### src/design/private_address_bridge_classifier_unit_macros.svh
// assertion macros for the private address bridge classifier
// uses clk and rst_n of the including module
`ifndef PRIVATE_ADDRESS_BRIDGE_CLASSIFIER_UNIT_MACROS_SVH
`define PRIVATE_ADDRESS_BRIDGE_CLASSIFIER_UNIT_MACROS_SVH
`ifndef SYNTHESIS
`define PABC_ASSERT_SAME(label, ante, cons) \
  label: assert property (@(posedge clk) disable iff (!rst_n) (ante) |-> (cons)) \
    else $error("pabc check failed");
`define PABC_ASSERT_NEXT(label, ante, cons) \
  label: assert property (@(posedge clk) disable iff (!rst_n) (ante) |=> (cons)) \
    else $error("pabc check failed");
`else
`define PABC_ASSERT_SAME(label, ante, cons)
`define PABC_ASSERT_NEXT(label, ante, cons)
`endif
`endif

### src/design/pabc_pkg.sv
// shared types, codes and match functions for the classifier
// no dependencies
`default_nettype none
package pabc_pkg;

  localparam int PABC_ENTRIES = 16;

  localparam logic [1:0] MODE_ADD   = 2'd0;
  localparam logic [1:0] MODE_MARK  = 2'd1;
  localparam logic [1:0] MODE_QUERY = 2'd2;

  localparam logic [1:0] ST_OK       = 2'd0;
  localparam logic [1:0] ST_FULL     = 2'd1;
  localparam logic [1:0] ST_NO_ENTRY = 2'd2;

  localparam logic [31:0] NET_10     = 32'h0A00_0000;
  localparam logic [31:0] MASK_10    = 32'hFF00_0000;
  localparam logic [31:0] NET_172    = 32'hAC10_0000;
  localparam logic [31:0] MASK_172   = 32'hFFF0_0000;
  localparam logic [31:0] NET_192    = 32'hC0A8_0000;
  localparam logic [31:0] MASK_192   = 32'hFFFF_0000;
  localparam logic [31:0] NET_LINK   = 32'hA9FE_0000;
  localparam logic [31:0] MASK_LINK  = 32'hFFFF_0000;

  typedef struct packed {
    logic [1:0]  mode;
    logic [31:0] address;
    logic [5:0]  prefix_len;
    logic [15:0] if_index;
  } in_item_t;

  typedef struct packed {
    logic       external_local;
    logic [1:0] status;
  } out_item_t;

  typedef struct packed {
    logic [31:0] address;
    logic [5:0]  prefix;
    logic [15:0] ifindex;
    logic        bridge;
  } entry_t;

  function automatic logic [31:0] prefix_mask(input logic [5:0] plen);
    logic [31:0] m;
    if (plen == 6'd0) begin
      m = 32'h0;
    end else if (plen >= 6'd32) begin
      m = 32'hFFFF_FFFF;
    end else begin
      m = 32'hFFFF_FFFF << (6'd32 - plen);
    end
    return m;
  endfunction

  function automatic logic private_not_link(input logic [31:0] a);
    logic priv;
    priv = ((a & MASK_10) == NET_10) || ((a & MASK_172) == NET_172) ||
           ((a & MASK_192) == NET_192);
    return priv && ((a & MASK_LINK) != NET_LINK);
  endfunction

endpackage
`default_nettype wire

### src/design/pabc_table.sv
// network table memory, one write port and one registered read port
// depends on pabc_pkg
`default_nettype none
module pabc_table
  import pabc_pkg::*;
#(
  parameter int ENTRIES = PABC_ENTRIES,
  localparam int IDX_W = (ENTRIES > 1) ? $clog2(ENTRIES) : 1
) (
  input  logic             clk,
  input  logic             wr_en,
  input  logic [IDX_W-1:0] wr_addr,
  input  entry_t           wr_data,
  input  logic             rd_en,
  input  logic [IDX_W-1:0] rd_addr,
  output entry_t           rd_data
);

  entry_t mem [ENTRIES];
  entry_t rd_data_r;

  always_ff @(posedge clk) begin
    if (wr_en) begin
      mem[wr_addr] <= wr_data;
    end
    if (rd_en) begin
      rd_data_r <= mem[rd_addr];
    end
  end

  assign rd_data = rd_data_r;

endmodule
`default_nettype wire

### src/design/private_address_bridge_classifier_unit.sv
// channel   direction  handshake              payload
// in_       input      in_valid / in_ready    in_item_t
// out_      output     out_valid / out_ready  out_item_t
// add and unused modes go from idle straight to done; mark and query may scan the stored entries,
// one table entry read per cycle from the single read port of pabc_table
// a new transfer is taken while a finished result waits in the output register
// reset clears the entry count and control state; the table needs no clearing
// top level of the classifier, depends on pabc_pkg, pabc_table and the macro header
`default_nettype none
`include "private_address_bridge_classifier_unit_macros.svh"
module private_address_bridge_classifier_unit
  import pabc_pkg::*;
#(
  parameter int TABLE_ENTRIES = PABC_ENTRIES
) (
  input  logic      clk,
  input  logic      rst_n,
  input  logic      in_valid,
  output logic      in_ready,
  input  in_item_t  in_data,
  output logic      out_valid,
  input  logic      out_ready,
  output out_item_t out_data
);

  localparam int IDX_W = (TABLE_ENTRIES > 1) ? $clog2(TABLE_ENTRIES) : 1;
  localparam int CNT_W = $clog2(TABLE_ENTRIES + 1);
  localparam logic [CNT_W-1:0] FULL_CNT = CNT_W'(TABLE_ENTRIES);

  typedef enum logic [2:0] {
    S_IDLE = 3'b001,
    S_SCAN = 3'b010,
    S_DONE = 3'b100
  } state_t;

  state_t           state_r, state_nxt;
  in_item_t         item_r, item_nxt;
  logic [CNT_W-1:0] cnt_r, cnt_nxt;
  logic [IDX_W-1:0] cur_r, cur_nxt;
  out_item_t        res_r, res_nxt;
  logic             out_valid_r, out_valid_nxt;
  out_item_t        out_data_r, out_data_nxt;

  logic             wr_en;
  logic [IDX_W-1:0] wr_addr;
  entry_t           wr_data;
  logic             rd_en;
  logic [IDX_W-1:0] rd_addr;
  entry_t           rd_data;

  logic             in_xfer;
  logic             out_free;
  logic [31:0]      ent_mask;
  logic             hit;
  logic             last;

  pabc_table #(
    .ENTRIES(TABLE_ENTRIES)
  ) u_table (
    .clk    (clk),
    .wr_en  (wr_en),
    .wr_addr(wr_addr),
    .wr_data(wr_data),
    .rd_en  (rd_en),
    .rd_addr(rd_addr),
    .rd_data(rd_data)
  );

  assign in_ready = (state_r == S_IDLE);
  assign in_xfer  = in_valid && in_ready;
  assign out_free = !out_valid_r || out_ready;
  assign ent_mask = prefix_mask(rd_data.prefix);
  assign last     = ((CNT_W'(cur_r) + CNT_W'(1)) == cnt_r);

  always_comb begin
    if (item_r.mode == MODE_MARK) begin
      hit = (rd_data.ifindex == item_r.if_index);
    end else begin
      hit = rd_data.bridge && ((item_r.address & ent_mask) == (rd_data.address & ent_mask));
    end
  end

  always_comb begin
    state_nxt     = state_r;
    item_nxt      = item_r;
    cnt_nxt       = cnt_r;
    cur_nxt       = cur_r;
    res_nxt       = res_r;
    out_valid_nxt = out_valid_r && !out_ready;
    out_data_nxt  = out_data_r;
    wr_en         = 1'b0;
    wr_addr       = cnt_r[IDX_W-1:0];
    wr_data       = '{address: in_data.address, prefix: in_data.prefix_len,
                      ifindex: in_data.if_index, bridge: 1'b0};
    rd_en         = 1'b0;
    rd_addr       = '0;

    unique case (state_r)
      S_IDLE: begin
        if (in_xfer) begin
          item_nxt  = in_data;
          cur_nxt   = '0;
          res_nxt   = '{external_local: 1'b0, status: ST_OK};
          state_nxt = S_DONE;
          case (in_data.mode)
            MODE_ADD: begin
              if (cnt_r == FULL_CNT) begin
                res_nxt.status = ST_FULL;
              end else begin
                wr_en   = 1'b1;
                cnt_nxt = cnt_r + CNT_W'(1);
              end
            end
            MODE_MARK: begin
              if (cnt_r == '0) begin
                res_nxt.status = ST_NO_ENTRY;
              end else begin
                rd_en     = 1'b1;
                state_nxt = S_SCAN;
              end
            end
            MODE_QUERY: begin
              if (cnt_r == '0 || !private_not_link(in_data.address)) begin
                res_nxt.external_local = private_not_link(in_data.address);
              end else begin
                rd_en     = 1'b1;
                state_nxt = S_SCAN;
              end
            end
            default: begin
            end
          endcase
        end
      end
      S_SCAN: begin
        if (hit) begin
          state_nxt = S_DONE;
          if (item_r.mode == MODE_MARK) begin
            wr_en          = 1'b1;
            wr_addr        = cur_r;
            wr_data        = rd_data;
            wr_data.bridge = 1'b1;
            res_nxt.status = ST_OK;
          end else begin
            res_nxt.external_local = 1'b0;
          end
        end else if (last) begin
          state_nxt = S_DONE;
          if (item_r.mode == MODE_MARK) begin
            res_nxt.status = ST_NO_ENTRY;
          end else begin
            res_nxt.external_local = 1'b1;
          end
        end else begin
          rd_en   = 1'b1;
          rd_addr = cur_r + IDX_W'(1);
          cur_nxt = cur_r + IDX_W'(1);
        end
      end
      S_DONE: begin
        if (out_free) begin
          out_valid_nxt = 1'b1;
          out_data_nxt  = res_r;
          state_nxt     = S_IDLE;
        end
      end
      default: begin
        state_nxt = S_IDLE;
      end
    endcase
  end

  always_ff @(posedge clk) begin
    if (!rst_n) begin
      state_r     <= S_IDLE;
      cnt_r       <= '0;
      out_valid_r <= 1'b0;
    end else begin
      state_r     <= state_nxt;
      cnt_r       <= cnt_nxt;
      out_valid_r <= out_valid_nxt;
    end
  end

  always_ff @(posedge clk) begin
    item_r     <= item_nxt;
    cur_r      <= cur_nxt;
    res_r      <= res_nxt;
    out_data_r <= out_data_nxt;
  end

  assign out_valid = out_valid_r;
  assign out_data  = out_data_r;

  `PABC_ASSERT_SAME(a_cnt_bound, 1'b1, cnt_r <= FULL_CNT)
  `PABC_ASSERT_NEXT(a_busy_after_xfer, in_xfer, state_r != S_IDLE)
  `PABC_ASSERT_NEXT(a_result_loaded, state_r == S_DONE && out_free, out_valid_r)
  `PABC_ASSERT_SAME(a_scan_in_range, state_r == S_SCAN, CNT_W'(cur_r) < cnt_r)

endmodule
`default_nettype wire

### config.mk
export PLATFORM = sky130hd
export DESIGN_NAME = private_address_bridge_classifier_unit
export DESIGN_NICKNAME = d
export VERILOG_FILES = /design/src/design/pabc_pkg.sv /design/src/design/pabc_table.sv /design/src/design/private_address_bridge_classifier_unit.sv
export VERILOG_INCLUDE_DIRS = /design/src /design/src/design
export SDC_FILE = /design/constraint.sdc
export NUM_CORES = 1
export LEC_CHECK = 0
export BUFFER_PORTS_ARGS = -buffer_cell sky130_fd_sc_hd__buf_2
export CORE_UTILIZATION = 58
export CTS_CLUSTER_SIZE = 30
export DETAILED_ROUTE_END_ITERATION = 16
export GPL_TIMING_DRIVEN = 0
export PLACE_DENSITY = 0.74
export SLEW_MARGIN = 10
export SYNTH_ARGS = -nofsm -noshare
export SYNTH_HDL_FRONTEND = slang
export SYNTH_HIERARCHICAL = 1
export SYNTH_SLANG_ARGS = --single-unit
export TNS_END_PERCENT = 10
### constraint.sdc
create_clock -name clk -period 11.5 [get_ports clk]
set_input_delay 2.875 -clock clk [delete_from_list [all_inputs] [get_ports clk]]
set_output_delay 2.875 -clock clk [all_outputs]
set_load 0.05 [all_outputs]
==> impl_metrics.env <==
export IMPL_cts_buffers=96
export IMPL_cp_required_ns=11.84
export IMPL_place_gp_congestion=0.852
export IMPL_hold_violations=0
export IMPL_crit_chain="inv_1 > ha_1 > xnor2_1 > and2_1 > o22ai_1 > o21ai_1 > nand3_1 > nor4_2 > o211ai_2 > a21oi_2 > buf_4 > buf_8 > mux2_1 > or3b_1 > nor3_2 > buf_4 > buf_6 > buf_6 > buf_4"
export IMPL_ys_ff_latch=1004
export IMPL_fp_dieW_microns=261
export IMPL_final_util_pct=67.6
export IMPL_grt_max_degree=41
export IMPL_outcome="finished, final reports clean"
export IMPL_root_buffer="clkbuf_16"
export IMPL_cts_resized=0
export IMPL_grt_setup_unrepaired="false"
export IMPL_first_iter_violations=2567
export IMPL_vdd_ir_drop_max_mv=0.123
export IMPL_clockBufferDepth=3
export IMPL_start_util_pct=59.0
export IMPL_p_per_area_nw_per_um2=164
export IMPL_final_cell_area_sq_um=44800
export IMPL_synthArstFlopShare_pct=0
export IMPL_syn_nets=1886
export IMPL_crit_type="reg2reg"
export IMPL_post_cts_setup_buffers=0
export IMPL_max_cap_violations=0
export IMPL_num_rows=94
export IMPL_antenna_found_initial=0
export IMPL_cts_hold_buffers_added=0
export IMPL_min_period_over_period_pct=58.6
export IMPL_crit_top_cell="buf_4"
export IMPL_viasPerCell=6.61
export IMPL_grt_pass1_wl_mm=135
export IMPL_core_sq_um=66200
export IMPL_arrival_ns=7.07
export IMPL_slowest_stage="nor3_2"
export IMPL_dp_hpwl_mm=58.3
export IMPL_io_buffers=64
export IMPL_fin_skew_ns=0.0251
export IMPL_cts_sinks=1004
export IMPL_dpl_cell_area_sq_um=41600
export IMPL_first_global_vias=20400
export IMPL_synth_cell_types=62
export IMPL_grt_remaining_overflow=0
export IMPL_dp_slack_ns=4.98
export IMPL_synth_top_area_share_pct=76.5
export IMPL_min_period_ns=6.73
export IMPL_num_nets_final=2113
export IMPL_synth_most_common_cell="edfxtp_1"
export IMPL_vias=19700
export IMPL_clk_pin_slew_ns=0.06
export IMPL_worst_pin_slew_ns=1.18
export IMPL_instances_no_fill=2984
export IMPL_grtUsageTotal_pct=28.1
export IMPL_die_h_microns=261
export IMPL_slew_headroom_pct=21.5
export IMPL_drc=0
export IMPL_final_layout_size_suffix_gt1_share_pct=27.8
export IMPL_synth_common_cells="edfxtp_1 (995), mux4_2 (220), a22oi_1 (113)"
export IMPL_clkLatencyLatePin_ns=0.65
export IMPL_syn2layout_area_growth_pct=14.6
export IMPL_drt_wl_total_mm=93.1
export IMPL_max_clock_freq_ghz=0.148
export IMPL_syn_cell_area_sq_um=39000
export IMPL_cts_tree="yes"
export IMPL_yosys_area_top_type="edfxtp_1"
export IMPL_synth_edf_count=995
export IMPL_cts_max_level=3
export IMPL_endpoint_kind="flip-flop"
export IMPL_fin_ws_ns=4.77
export IMPL_drv_slew=0
export IMPL_antennaDiodeCount=0
export IMPL_hold_class="reg2reg"
export IMPL_detail_route_antenna_nets=0
export IMPL_syn_instance_count=1816
export IMPL_synth_avg_cell_area_sq_um=21.5
export IMPL_crit_path_max_fanout=10
export IMPL_drtPass1Iterations=6
export IMPL_seq_area_frac_synth_pct=77.0
export IMPL_synthFlopType="edfxtp_1"
export IMPL_fillCellCount=4014
export IMPL_synth_area_leaders="edfxtp_1 (77%), mux4_2 (13%), a22oi_1 (2.2%)"
export IMPL_p_leak_nw=14.0
export IMPL_critPathMaxStageDelay_ns=0.64
export IMPL_finalSetupViolCount=0
export IMPL_yosys_warnings=6
export IMPL_die_area_sq_um=68400
export IMPL_dp_cells=2809
export IMPL_cp_start_kind="flip-flop"
export IMPL_wl_per_cell_microns=31.2
export IMPL_io_pins=65
-- layer usage --
layer,vias up,routed length [microns],share of wire [%],global-route usage [%]
met5,-,0,0,0
met4,0,2660,2.9,8.27
met3,187,8890,9.6,5.73
met2,1154,46300,50,46.2
met1,10300,35200,38,38.5
li1,8060,-,-,-
-- critical path: cells and delay by family, from the launching register on --
kind            cells  cell delay (ns)
buf+inv             7             1.66
fa+ha+maj           1             0.31
flops               1             0.47
xor+xnor            1             0.62
compound gates      4             1.01
simple gates        5             1.93
mux                 1             0.40
-- cells by family after synthesis --
kind of cell	count (synthesis)	share of synthesized area, %
buffers and inverters	97	1.29
adder cells (fa/ha/maj)	10	0.321
AO/OA/AOI/OAI	171	3.16
XOR/XNOR	60	1.35
AND/OR/NAND/NOR	195	2.49
multiplexers	279	14.4
flip-flops	1004	77.0
-- worst paths after layout --
path	startpoint	end	slack, ns	cells past startpoint
worst max register to register	u_table/rd_data[17]$_DFFE_PP_	u_table/mem[0][38]$_DFFE_PP_	4.77	19
worst min register to register	res_r[2]$_DFFE_PP_	out_data[2]$_DFFE_PP_	0.42	0
worst max-delay path	u_table/rd_data[17]$_DFFE_PP_	u_table/mem[0][38]$_DFFE_PP_	4.77	19
worst min-delay path	res_r[2]$_DFFE_PP_	out_data[2]$_DFFE_PP_	0.42	0
-- sequential cells by signal (all words and copies together), names as in the netlist --
register / cells
u_table/mem: 880
u_table/rd_data: 55
item_r: 50
cnt_r: 5
cur_r: 4
out_data: 3
res_r: 3
state_r: 3
out_valid: 1
-- metrics by stage --
stage / power (W) / hold slack, ns / setup TNS [ns]
floorplan: 0.00421 / 0.400 / 0
global placement: 0.00427 / 0.409 / -1065.80
detailed placement: 0.00428 / 0.415 / 0
CTS: 0.00737 / 0.428 / 0
global route: 0.00751 / 0.441 / 0
finish: 0.00734 / 0.425 / 0
-- report_power, final --
part           switching [W]  internal [W]  leakage (nW)  total [W]
clock network        0.00132       0.00181          1.53    0.00313
registers         0.00000963       0.00405          9.08    0.00405
logic               0.000106     0.0000441          3.44   0.000150
total                0.00144       0.00590          14.0    0.00734
-- cells in the final DEF, fill, tap and decap left out, drive strengths merged, types with 4 or more instances in the layout --
master,Yosys,final
a21boi,4,4
a21oi,12,12
a22oi,113,113
and2,8,8
buf,41,170
bufinv,0,11
clkbuf,43,157
clkinv,0,44
dfxtp,9,9
edfxtp,995,995
ha,10,10
inv,13,17
mux2,58,58
mux4,220,220
nand2,77,77
nand2b,9,9
nand3,8,8
nand4,9,9
nor2,33,33
nor2b,6,6
nor3,16,16
nor3b,4,4
nor4,6,6
o211ai,4,4
o21ai,15,15
o22ai,5,5
xnor2,35,35
xor2,25,25
-- layout make-up --
type                    count  area (sq um)  area share (%)
well taps                 864          1080            2.42
inverters                  13          51.3           0.115
multi-input cells         715          8590            19.2
plain buffers              84           457            1.02
clock inverters            61           599            1.34
flip-flops and latches   1004         30100            67.2
clock buffers             114          2510            5.61
repair buffers            129          1400            3.12
Note: power is estimated with default switching activity, not from simulation.
